### src/rtl/prc_pkg.sv
// Package for the packet rule classifier: item layouts, rule word fields,
// codes and the per-rule match functions.
// No dependencies; used by every other file in rtl/.
`default_nettype none

package prc_pkg;

  // Field widths that the item layouts fix
  localparam int CNT_W      = 5;    // consulted count, 0..16
  localparam int HIT_W      = 4;    // rule index on the result side
  localparam int WORD_W     = 64;
  localparam int ADDR_W     = 32;
  localparam int PORT_W     = 16;
  localparam int PROTO_W    = 3;
  localparam int S_TDATA_W  = 176;  // 170 bits of fields, padded to bytes
  localparam int M_TDATA_W  = 40;   // 37 bits of fields, padded to bytes
  localparam int PADDR_W    = 3;

  localparam logic [ADDR_W-1:0] ADDR_ALL_ONES   = 32'hFFFF_FFFF;
  localparam logic [PORT_W-1:0] FLOW_PORT_LIMIT = 16'd1024;

  // Action codes carried on s_tuser
  localparam logic ACT_CLASSIFY = 1'b0;
  localparam logic ACT_WRITE    = 1'b1;

  // Word select codes
  localparam logic [1:0] SEL_CTRL  = 2'd0;
  localparam logic [1:0] SEL_ADDR  = 2'd1;
  localparam logic [1:0] SEL_PORTS = 2'd2;

  // Rule protocol codes (packet side uses the same numbers)
  localparam logic [PROTO_W-1:0] PROTO_ANY  = 3'd0;
  localparam logic [PROTO_W-1:0] PROTO_IP   = 3'd1;
  localparam logic [PROTO_W-1:0] PROTO_TCP  = 3'd2;
  localparam logic [PROTO_W-1:0] PROTO_UDP  = 3'd3;
  localparam logic [PROTO_W-1:0] PROTO_ICMP = 3'd4;

  // Address modes
  localparam logic [1:0] AMODE_ANY    = 2'd0;
  localparam logic [1:0] AMODE_EXACT  = 2'd1;
  localparam logic [1:0] AMODE_PREFIX = 2'd2;

  // Register index of rules_in_use on the APB port
  localparam logic REG_RULES_IN_USE = 1'b0;

  // Sequencer states
  typedef enum logic [2:0] {
    ST_IDLE = 3'b001,
    ST_SCAN = 3'b010,
    ST_FIN  = 3'b100
  } state_t;

  // One table entry as the memory holds it
  typedef struct packed {
    logic [WORD_W-1:0] ports;
    logic [WORD_W-1:0] addrs;
    logic [WORD_W-1:0] ctrl;
  } rule_t;

  // Header fields of a packet item
  typedef struct packed {
    logic [ADDR_W-1:0]  src_ip;
    logic [ADDR_W-1:0]  dst_ip;
    logic [PORT_W-1:0]  sport;
    logic [PORT_W-1:0]  dport;
    logic [PROTO_W-1:0] protocol;
    logic               tcp_ack;
  } pkt_t;

  // Outcome of comparing one rule with the packet
  typedef struct packed {
    logic              hit;
    logic [ADDR_W-1:0] sid;
    logic              alert;
  } match_t;

  function automatic logic proto_ok(logic [PROTO_W-1:0] rp, logic [PROTO_W-1:0] pp);
    logic ok;
    ok = 1'b0;
    unique case (rp)
      PROTO_ANY:  ok = 1'b1;
      PROTO_IP:   ok = (pp != PROTO_ANY);
      PROTO_TCP:  ok = (pp == PROTO_TCP);
      PROTO_UDP:  ok = (pp == PROTO_UDP);
      PROTO_ICMP: ok = (pp == PROTO_ICMP);
      default:    ok = 1'b0;
    endcase
    return ok;
  endfunction

  function automatic logic addr_ok(logic [1:0] mode, logic [5:0] plen,
                                   logic [ADDR_W-1:0] net, logic [ADDR_W-1:0] ip);
    logic [ADDR_W-1:0] mask;
    logic              ok;
    // keeps the top plen bits; plen 0 gives an empty mask
    mask = ~(ADDR_ALL_ONES >> plen);
    ok   = 1'b0;
    unique case (mode)
      AMODE_ANY:    ok = 1'b1;
      AMODE_EXACT:  ok = (ip == net);
      AMODE_PREFIX: ok = (plen <= 6'(ADDR_W)) && (net != '0) && (ip != '0) &&
                         ((ip & mask) == net);
      default:      ok = 1'b0;
    endcase
    return ok;
  endfunction

  function automatic logic flow_ok(logic [3:0] fb, pkt_t p);
    logic ok;
    ok = (fb == 4'd0) ||
         (fb[0] && (p.protocol == PROTO_TCP) && p.tcp_ack) ||
         (fb[1] && (p.dport < FLOW_PORT_LIMIT)) ||
         (fb[2] && (p.sport < FLOW_PORT_LIMIT)) ||
         fb[3];
    return ok;
  endfunction

endpackage

`default_nettype wire

### src/rtl/prc_rule_mem.sv
// Rule table: one synchronous memory of three 64-bit lanes per entry,
// lane write enables, one registered read port. Depends on prc_pkg.
`default_nettype none

module prc_rule_mem
  import prc_pkg::*;
#(
  parameter int DEPTH = 16,
  parameter int AW    = 4
) (
  input  wire logic              clk,
  input  wire logic              wr_en,
  input  wire logic [AW-1:0]     wr_addr,
  input  wire logic [1:0]        wr_sel,
  input  wire logic [WORD_W-1:0] wr_data,
  input  wire logic              rd_en,
  input  wire logic [AW-1:0]     rd_addr,
  output rule_t                  rd_data
);

  rule_t mem [DEPTH];

  // Lane write; an unused select code leaves the entry alone
  always_ff @(posedge clk) begin
    if (wr_en) begin
      unique case (wr_sel)
        SEL_CTRL:  mem[wr_addr].ctrl  <= wr_data;
        SEL_ADDR:  mem[wr_addr].addrs <= wr_data;
        SEL_PORTS: mem[wr_addr].ports <= wr_data;
        default: ;
      endcase
    end
  end

  // Registered read, held while the scan is stalled
  always_ff @(posedge clk) begin
    if (rd_en) begin
      rd_data <= mem[rd_addr];
    end
  end

endmodule

`default_nettype wire

### src/rtl/prc_rule_match.sv
// Compares one rule entry with the held packet header and registers the
// outcome. Depends on prc_pkg.
`default_nettype none

module prc_rule_match
  import prc_pkg::*;
(
  input  wire logic clk,
  input  wire logic en,
  input  wire logic rule_valid,
  input  rule_t     rule,
  input  pkt_t      pkt,
  output match_t    result
);

  logic   hit;
  match_t result_next;

  // Every condition of the rule has to hold
  always_comb begin
    hit = rule_valid && rule.ctrl[32] &&
          proto_ok(rule.ctrl[36:34], pkt.protocol) &&
          addr_ok(rule.ctrl[42:41], rule.ctrl[48:43], rule.addrs[31:0], pkt.src_ip) &&
          addr_ok(rule.ctrl[50:49], rule.ctrl[56:51], rule.addrs[63:32], pkt.dst_ip) &&
          (pkt.sport >= rule.ports[15:0])  && (pkt.sport <= rule.ports[31:16]) &&
          (pkt.dport >= rule.ports[47:32]) && (pkt.dport <= rule.ports[63:48]) &&
          flow_ok(rule.ctrl[40:37], pkt);
    result_next.hit   = hit;
    result_next.sid   = rule.ctrl[31:0];
    result_next.alert = rule.ctrl[33];
  end

  always_ff @(posedge clk) begin
    if (en) begin
      result <= result_next;
    end
  end

endmodule

`default_nettype wire

### src/rtl/packet_rule_classifier_top.sv
// Top level of the packet rule classifier: stream ports, APB register,
// scan sequencer and result register. Depends on prc_pkg, prc_rule_mem,
// prc_rule_match.
//
//  port group  | direction | contents
//  s_*         | in        | write items (rule words) and packet items
//  m_*         | out       | one result item per matching rule, or one empty
//  APB         | config    | rules_in_use at byte address 0
//
// A packet item scans entries 0..N-1, N = min(rules_in_use, table depth),
// one memory read per cycle while the output is not stalled, through a
// three-stage read/compare/emit pipeline.
// A result waits in the output register; while it is not taken the whole
// scan pipeline holds. Reset clears control state only; the table contents
// are undefined until written, and no clearing pass is run.
`default_nettype none

module packet_rule_classifier_top
  import prc_pkg::*;
#(
  parameter int MAX_RULES = 16
) (
  input  wire logic                 clk,
  input  wire logic                 rst,
  // stream in
  input  wire logic                 s_tvalid,
  output logic                      s_tready,
  // tdata from bit 0: rule_index, word_select, word_data, src_ip, dst_ip,
  // source port, destination port, protocol, tcp_ack, zero pad
  input  wire logic [S_TDATA_W-1:0] s_tdata,
  // tuser: action
  input  wire logic                 s_tuser,
  // stream out
  output logic                      m_tvalid,
  input  wire logic                 m_tready,
  // tdata from bit 0: hit_index, sid, alert, zero pad
  output logic [M_TDATA_W-1:0]      m_tdata,
  // tuser: matched
  output logic                      m_tuser,
  output logic                      m_tlast,
  // APB configuration
  input  wire logic                 psel,
  input  wire logic                 penable,
  input  wire logic                 pwrite,
  input  wire logic [PADDR_W-1:0]   paddr,
  input  wire logic [31:0]          pwdata,
  output logic [31:0]               prdata,
  output logic                      pready
);

  // Entries reachable by the 4-bit rule index
  localparam int DEPTH = (MAX_RULES < 16) ? MAX_RULES : 16;
  localparam int AW    = (DEPTH > 1) ? $clog2(DEPTH) : 1;

  state_t             state;
  logic [CNT_W-1:0]   rules_in_use;
  logic [CNT_W-1:0]   count_eff;
  logic [CNT_W-1:0]   iss;
  logic               adv;
  logic               issue;
  logic               rd_en;
  logic               in_acc;
  logic               wr_en;
  logic               out_load;
  pkt_t               pkt;
  rule_t              rd_data;
  match_t             match_r;
  logic               v1, v2;
  logic               last1, last2;
  logic [HIT_W-1:0]   idx1, idx2;
  logic               pend_valid;
  logic [HIT_W-1:0]   pend_idx;
  logic [ADDR_W-1:0]  pend_sid;
  logic               pend_alert;

  // APB register
  assign pready = 1'b1;
  always_ff @(posedge clk) begin
    if (rst) begin
      rules_in_use <= '0;
    end else if (psel && penable && pwrite && (paddr[2] == REG_RULES_IN_USE)) begin
      rules_in_use <= pwdata[CNT_W-1:0];
    end
  end
  assign prdata = (paddr[2] == REG_RULES_IN_USE) ? {27'd0, rules_in_use} : 32'd0;

  assign count_eff = (rules_in_use > CNT_W'(DEPTH)) ? CNT_W'(DEPTH) : rules_in_use;

  // Handshake and scan control
  assign s_tready = (state == ST_IDLE);
  assign in_acc   = s_tvalid && s_tready;
  assign adv      = !m_tvalid || m_tready;
  assign issue    = (state == ST_SCAN) && (iss < count_eff);
  assign rd_en    = adv && issue;
  // Writes are taken only while idle, so a scan never overlaps a write
  assign wr_en    = in_acc && (s_tuser == ACT_WRITE) &&
                    ({1'b0, s_tdata[3:0]} < CNT_W'(DEPTH));
  // Output register is loaded by a pushed-out hit or by the final result
  assign out_load = adv && (((state == ST_SCAN) && v2 && match_r.hit && pend_valid) ||
                            (state == ST_FIN));

  prc_rule_mem #(
    .DEPTH (DEPTH),
    .AW    (AW)
  ) u_mem (
    .clk     (clk),
    .wr_en   (wr_en),
    .wr_addr (s_tdata[AW-1:0]),
    .wr_sel  (s_tdata[5:4]),
    .wr_data (s_tdata[69:6]),
    .rd_en   (rd_en),
    .rd_addr (iss[AW-1:0]),
    .rd_data (rd_data)
  );

  prc_rule_match u_match (
    .clk        (clk),
    .en         (adv),
    .rule_valid (v1),
    .rule       (rd_data),
    .pkt        (pkt),
    .result     (match_r)
  );

  // Packet header capture
  always_ff @(posedge clk) begin
    if (in_acc && (s_tuser == ACT_CLASSIFY)) begin
      pkt.src_ip   <= s_tdata[101:70];
      pkt.dst_ip   <= s_tdata[133:102];
      pkt.sport    <= s_tdata[149:134];
      pkt.dport    <= s_tdata[165:150];
      pkt.protocol <= s_tdata[168:166];
      pkt.tcp_ack  <= s_tdata[169];
    end
  end

  // Sequencer, held match and result register
  always_ff @(posedge clk) begin
    if (rst) begin
      state      <= ST_IDLE;
      iss        <= '0;
      v1         <= 1'b0;
      v2         <= 1'b0;
      pend_valid <= 1'b0;
      m_tvalid   <= 1'b0;
    end else begin
      if (out_load) begin
        m_tvalid <= 1'b1;
      end else if (m_tready) begin
        m_tvalid <= 1'b0;
      end
      unique case (state)
        ST_IDLE: begin
          if (in_acc && (s_tuser == ACT_CLASSIFY)) begin
            iss   <= '0;
            v1    <= 1'b0;
            v2    <= 1'b0;
            state <= (count_eff == '0) ? ST_FIN : ST_SCAN;
          end
        end
        ST_SCAN: begin
          if (adv) begin
            if (issue) begin
              iss <= iss + CNT_W'(1);
            end
            v1    <= issue;
            idx1  <= iss[HIT_W-1:0];
            last1 <= (iss == count_eff - CNT_W'(1));
            v2    <= v1;
            idx2  <= idx1;
            last2 <= last1;
            // a new hit pushes the held one out, not yet marked last
            if (v2 && match_r.hit) begin
              if (pend_valid) begin
                m_tuser  <= 1'b1;
                m_tlast  <= 1'b0;
                m_tdata  <= {3'd0, pend_alert, pend_sid, pend_idx};
              end
              pend_valid <= 1'b1;
              pend_idx   <= idx2;
              pend_sid   <= match_r.sid;
              pend_alert <= match_r.alert;
            end
            if (v2 && last2) begin
              state <= ST_FIN;
            end
          end
        end
        ST_FIN: begin
          // final result: the held hit, or the empty result
          if (adv) begin
            m_tlast    <= 1'b1;
            m_tuser    <= pend_valid;
            m_tdata    <= pend_valid ? {3'd0, pend_alert, pend_sid, pend_idx} : '0;
            pend_valid <= 1'b0;
            state      <= ST_IDLE;
          end
        end
        default: state <= ST_IDLE;
      endcase
    end
  end

`ifndef SYNTHESIS
  // The scan never reads past the consulted count
  a_iss_bound: assert property (@(posedge clk) disable iff (rst)
    (state == ST_SCAN) |-> (iss <= count_eff))
    else $error("scan index beyond consulted count");

  // Pipeline stages are empty outside a scan
  a_pipe_empty: assert property (@(posedge clk) disable iff (rst)
    (state != ST_SCAN) |-> (!v1 && !v2))
    else $error("scan pipeline busy outside scan");

  // No hit is held between packets
  a_pend_idle: assert property (@(posedge clk) disable iff (rst)
    (state == ST_IDLE) |-> !pend_valid)
    else $error("held match left over after packet");

  // An empty result is always the packet's final result
  a_empty_last: assert property (@(posedge clk) disable iff (rst)
    (m_tvalid && !m_tuser) |-> m_tlast)
    else $error("empty result not marked last");
`endif

endmodule

`default_nettype wire

### config.mk
export PLATFORM = sky130hd
export DESIGN_NAME = packet_rule_classifier_top
export DESIGN_NICKNAME = d
export VERILOG_FILES = /design/src/rtl/prc_pkg.sv /design/src/rtl/prc_rule_mem.sv /design/src/rtl/prc_rule_match.sv /design/src/rtl/packet_rule_classifier_top.sv
export SDC_FILE = /design/constraint.sdc
export NUM_CORES = 2
export LEC_CHECK = 0
export ABC_CLOCK_PERIOD_IN_PS = 10700
export BUFFER_PORTS_ARGS = -buffer_cell sky130_fd_sc_hd__buf_2
export CAP_MARGIN = 0
export CORE_ASPECT_RATIO = 0.6
export CORE_MARGIN = 4
export CORE_UTILIZATION = 40
export DETAILED_ROUTE_END_ITERATION = 12
export MAX_ROUTING_LAYER = met4
export SYNTH_ARGS = -nofsm -noshare
export SYNTH_HDL_FRONTEND = slang
export SYNTH_SLANG_ARGS = --single-unit
### constraint.sdc
create_clock -name clk -period 10.7 [get_ports clk]
set_clock_uncertainty 0.05 [all_clocks]
set_input_delay 1.07 -clock clk [delete_from_list [all_inputs] [get_ports clk]]
set_output_delay 1.07 -clock clk [all_outputs]
set_load 0.02 [all_outputs]
### After elaboration in Yosys (flattened, before gate mapping)

Memories as Yosys holds them, arrays and structs flattened. A register that Yosys moved wholly into a read port is not among the register bits.
Index checks and enable logic that the tools add are counted.

| word-level totals | value |
|---|---|
| register bits | 240 |
| memory bits (writable) | 3,072 |
| input bits | 219 |
| output and inout bits | 77 |
| logic and storage cells | 188 |
| memories | 1 |

| operators by class | value |
|---|---|
| add/sub/neg operators | 2 |
| $lt $le $gt $ge | 10 |
| eq/ne operators | 28 |
| shifts and indexed selects | 2 |
| muxes and demuxes | 51 |
| bitwise logic cells | 7 |
| reductions and logical operators | 61 |

Memories:

| memory | depth | width | read ports | clocked after memory_dff | wr ports | RTL line | text |
|---|---|---|---|---|---|---|---|
| u_mem.mem | 16 | 192 | 1 | 1 | 1 | prc_rule_mem.sv:21 | `rule_t mem [DEPTH];` |

Operators by type and width:

| operator | count |
|---|---|
| 2-to-1 mux 40 bit | 4 |
| equality test 32 bit | 4 |
| nonzero test 32 bit | 4 |
| one-hot mux 40 bit (2 select lines) | 1 |
| bitwise AND 32 bit | 2 |
| inverter 32 bit | 2 |
| >> shifter 32 x 6 -> 32 bit, first input constant | 2 |
| 2-to-1 mux 37 bit | 1 |
| logical AND 1 bit | 33 |
| >= comparator 16 bit | 2 |
| <= comparator 16 bit | 2 |
| < comparator 16 x 11 -> 1 bit, second input constant | 2 |
| 2-to-1 mux 1 bit | 25 |
| 2-to-1 mux 5 bit | 5 |
| AND reduction 4 bit | 4 |
| equality test 3 x 2 -> 1 bit, second input constant | 5 |
| 2-to-1 mux 3 bit | 5 |
| <= comparator 6 bit, second input constant | 2 |
| one-hot mux 1 bit (2 select lines) | 5 |
| one-hot mux 5 bit (2 select lines) | 1 |
| equality test 3 bit, second input constant | 3 |
| one-hot mux 3 bit (3 select lines) | 1 |
| inequality test 2 bit, second input constant | 4 |
| equality test 2 x 1 -> 1 bit, second input constant | 3 |
| other kinds (21) | 39 |

### Depth between registers and ports, before layout

| logic depth | value |
|---|---|
| depth after elaboration | 13 |
| mapped depth | 14 |
| depth with buffers taken out | 12 |

### By module

Synthesis repeated with hierarchy kept, for this count alone.

| unflattened totals | value |
|---|---|
| cell total of the unflattened synthesis | 6,266 |
| area, all modules | 133,842.1 µm² |

Modules (own cells, without submodules):

| module | instances | cells each | area an instance (µm²) | sequential area each (µm²) |
|---|---|---|---|---|
| prc_rule_mem | 1 | 5,135 | 120,951.0 | 98,014.0 |
| packet_rule_classifier_top | 1 | 399 | 7,193.1 | 5,925.7 |
| prc_rule_match | 1 | 732 | 5,698.0 | 1,021.0 |

### Worst setup path after synthesis

OpenSTA, ideal clock, no wires.

| timing path | value |
|---|---|
| path kind | input to register |
| start | in m_tready |
| end | reg iss[3] |
| library setup time | 95 ps |
| arrival | 11,149 ps |
| required time | 10,555 ps |
| slack | -594 ps |
| cell stages on the path | 7 |
| buffers on the path | 1 |
| cells stage by stage | nand2b_1 clkbuf_1 nand2_1 a211oi_2 o2111ai_1 xor2_1 nor3_1 |

| on the way | value |
|---|---|
| longest elaborated chain between the ends | 3 |

RTL lines:

| element | RTL line | text |
|---|---|---|
| start, declared | packet_rule_classifier_top.sv:35 | `input wire logic m_tready,` |
| logical OR 1 bit | packet_rule_classifier_top.sv:92 | `assign adv = !m_tvalid \|\| m_tready;` |
| via adv | packet_rule_classifier_top.sv:59 | `logic adv;` |
| inequality test 2 bit (no line) | n/a |  |
| AND reduction 4 bit (no line) | n/a |  |
| end signal, assigned | packet_rule_classifier_top.sv:164 | `iss <= iss + CNT_W'(1);` |
| end, declared | packet_rule_classifier_top.sv:58 | `logic [CNT_W-1:0] iss;` |

The timed path passes the listed nets, and every way through them passes these cells.
A chain may end at the register's enable or synchronous reset.

### Worst setup path in the final report

| timing path | value |
|---|---|
| start | reg iss[0] |
| end | reg, netlist name u_mem.rd_data[146] |

| on the way | value |
|---|---|
| longest elaborated chain between the ends | 3 |

RTL lines:

| element | RTL line | text |
|---|---|---|
| < comparator 5 bit | packet_rule_classifier_top.sv:93 | `assign issue = (state == ST_SCAN) && (iss < count_eff);` |
| logical AND 1 bit | packet_rule_classifier_top.sv:93 |  |
| logical AND 1 bit | packet_rule_classifier_top.sv:94 | `assign rd_en = adv && issue;` |

Several ways; a longest one is shown, not always the timed one.

==> impl_metrics.tcl <==
set metrics [dict create \
    post_drt_via_cell_ratio 5.709 \
    drt_wl_total_mm 327.7 \
    first_pass_iters 5 \
    synth_area_per_cell_sq_um 23.57 \
    power.density_mw_per_mm2 178.7 \
    critical_path.endpoint_type "flip-flop" \
    max-slew-margin-rel_pct 9.098 \
    cts_setup_buffers 0 \
    period_needed_ns 4.786 \
    cap_violations 0 \
    cts_root_buffer "clkbuf_16" \
    floorplan.die.width_microns 741.3 \
    nNetsFinal 6188 \
    detailedRoute.firstIterationViolations 7285 \
    pin_count_of_the_biggest_net_entering_global_routing 139 \
    worst_path_cell_trace "buf_4, buf_12, buf_4, mux4_2, mux4_2" \
    place_hpwl_mm 177.4 \
    worst_setup_path_endpoint "u_mem.rd_data[146]" \
    cts-htree-levels 5 \
    r2r-start "iss[0]" \
    timing.hold.worst.class "in2reg" \
    max_freq_ghz 0.2089 \
    worst_slew_pin_slew_ns 1.357 \
    yosys.area.top_type "edfxtp_1" \
    cts_sinks 3382 \
    clock_tree.buffer_depth 4 \
    post-place-cells 9898 \
    critical_path.reg2reg.endpoint "u_mem.rd_data[146]" \
    syn_area_sq_mm 0.1290 \
    worst-r2r-setup-slack_ns 5.91 \
    timing.critical_path.required_ns 11.26 \
    clock_insertion_delay_worst_skew_ns 0.90 \
    synth-edff-count 3365 \
    most_common_cell_after_layout_fill_and_taps_aside "edfxtp_1" \
    grt_overflow 0 \
    period_share_pct 44.73 \
    drc 0 \
    cts_tree "done" \
    boundaryPins 296 \
    cts-hold-fix-buffers 0 \
    start_kind "flip-flop" \
    hold_viol 0 \
    dr_total_vias 59810 \
    timing.setup.critical_path_class "reg2reg" \
    vdd.ir_drop.worst_mv 0.1293 \
    clkTransAtPathRegs_ns 0.07 \
    layout_common_cells "edfxtp_1 (3365), mux4_2 (925), clkbuf_16 (325), buf_2 (229), buf_4 (111)" \
    postSynthCellCount 5474 \
    grt_first_pass_wirelength_mm 459.6 \
    totalNegativeSetupSlack_ns 0 \
    slew_viol_final 0 \
    cp_slowest_cell "dfxtp_4" \
    reg2reg_depth 5 \
    drtAntennaViolNets 0 \
    worst_endpoint_data_arrival_time_ns 5.34 \
    setup_viol 0 \
    yosys_warnings 0 \
    critical_path.n_buffers_inverters 3 \
    timing.critical_path.max_delay_family "buffers and inverters" \
    synthArstFlopShare_pct 0 \
    synth_top_flop_cell "edfxtp_1" \
    rsz0062_at_grt "no" \
    final-instance-count-excl-fill 10480 \
    weighted_congestion_reported_at_the_end_of_routability_driven_placement 0.8641 \
    synth_seq_area_share_pct 78.57 \
    cp_slowest_stage_delay_ns 0.92 \
    coreArea_sq_mm 0.3209 \
    layout-drive-gt1-share_pct 28.93 \
    ys_seq_elements 3382 \
    synth_cell_types 70 \
    grt_use_total_pct 20.10 \
    die_h_microns 448.0 \
    area.growth.synth_to_final_pct 13.14 \
    number_of_antenna_violations_at_the_first_check_in_global_routing 30 \
    wl_per_cell_microns 31.28 \
    first_global_vias 59710 \
    placementRows 161 \
    worstSetupPathDepth 5 \
    die_area_sq_mm 0.3320 \
    port_buffers 229 \
    synth_area_leaders "edfxtp_1 (78%), mux4_2 (16%), ha_1 (0.69%), clkbuf_1 (0.46%), xnor2_1 (0.37%)" \
    cts_buffers 317 \
    crit_fanout 100 \
    p_leak_nw 44.08 \
    synth_largest_type_area_fraction_pct 78.31 \
    crit_path_start "iss[0]" \
    starting_utilization_of_the_core_area_pct 40.21 \
    cts.repair.resized 0 \
    status "completed" \
]
==> state kept, by name, indices dropped and copies added, names as in the netlist <==
name            count
u_match.result     34
v2                  1
u_mem.rd_data     185
idx1                4
m_tdata            37
rules_in_use        5
last2               1
m_tuser             1
pend_idx            4
m_tvalid            1
pkt               100
state               3
idx2                4
v1                  1
last1               1
pend_valid          1
m_tlast             1
iss                 5
pend_sid           32
pend_alert          1
u_mem.mem        2960
==> power breakdown <==
| part | internal [mW] | switching (mW) | total [mW] |
|---|---|---|---|
| registers | 14.6 | 0.0442 | 14.7 |
| logic | 0.0784 | 0.317 | 0.396 |
| clock network | 6.17 | 4.87 | 11.0 |
==> worst min path at each step <==
stage | startpoint | to | slack (ns) | cells after the start
after CTS | s_tdata[95] | pkt[93] | 0.22 | 1
after floorplan | idx1[0] | idx2[0] | 0.35 | 0
after detailed placement | u_match.result[9] | pend_sid[8] | 0.36 | 0
after global routing | s_tdata[86] | pkt[84] | 0.24 | 1
after global placement | u_mem.rd_data[25] | u_match.result[26] | 0.35 | 0
final | s_tdata[95] | pkt[93] | 0.30 | 1
==> cells in the mapped netlist (all sizes together) (5+ instances only) <==
library cell  count
a2111oi           6
a21o             26
a21oi            42
a31oi            12
and3              6
buf             114
clkbuf          158
dfxtp            17
edfxtp         3365
ha               71
inv              97
mux2i            10
mux4            925
nand2            67
nand2b           19
nand3            33
nand4            38
nor2            104
nor2b            71
nor3             18
nor4             52
o2111ai           5
o21a              8
o21ai            44
o22ai             7
or2               7
or3               7
xnor2            55
xor2             29
==> worst register-to-register path: stages (launching register included) <==
cell,delay [ns]
dfxtp_4,0.92
buf_4,0.67
buf_12,0.66
buf_4,1.01
mux4_2,0.69
mux4_2,0.49
==> kinds of logic (layout without fill, tap and decap cells) <==
| kind of cell | Yosys count | after routing | synth area share (%) |
|---|---|---|---|
| multiplexers | 938 | 938 | 16.25 |
| buffers and inverters | 369 | 1008 | 1.182 |
| AND/OR/NAND/NOR | 440 | 440 | 1.788 |
| AO/OA/AOI/OAI | 187 | 187 | 0.9396 |
| adder cells (fa/ha/maj) | 72 | 72 | 0.6962 |
| XOR/XNOR | 84 | 84 | 0.5701 |
| flip-flops | 3382 | 3382 | 78.57 |
| other | 2 | 46 | 0.005820 |
==> metrics by stage <==
step	setup slack (ns)	total power [mW]	hold slack, ns	area, sq um	utilization (%)
2_1_floorplan	2.330	15.04	0.3503	129200	-
3_3_place_gp	5.751	15.32	0.3530	135900	42.37
3_5_place_dp	5.762	15.34	0.3562	135900	42.37
4_1_cts	5.756	26.36	0.2196	146000	45.48
5_1_grt	5.439	26.95	0.2426	146000	45.49
6_report	5.914	26.09	0.3019	146000	45.50
==> area by class of cell <==
| class | instances | area [sq um] |
|---|---|---|
| clock inverters | 176 | 1605 |
| clock buffers | 387 | 8406 |
| flip-flops and latches | 3382 | 101400 |
| diodes | 15 | 37.54 |
| well taps | 4319 | 5404 |
| multi-input cells | 1752 | 26640 |
| repair buffers | 348 | 2140 |
| inverters | 97 | 366.6 |
| fillers | 26340 | 174900 |
==> per-layer routing <==
| metal | vias to the layer above | share of wire (%) | wire length [microns] | GRT usage [%] |
|---|---|---|---|---|
| met1 | 32630 | 44 | 142800 | 29.00 |
| met5 | - | 0 | 0 | - |
| li1 | 24110 | - | - | - |
| met2 | 2591 | 46 | 150700 | 29.70 |
| met3 | 472 | 8.4 | 27680 | 4.306 |
| met4 | 0 | 2.0 | 6539 | 4.338 |
(Power assumes the default switching activity.)
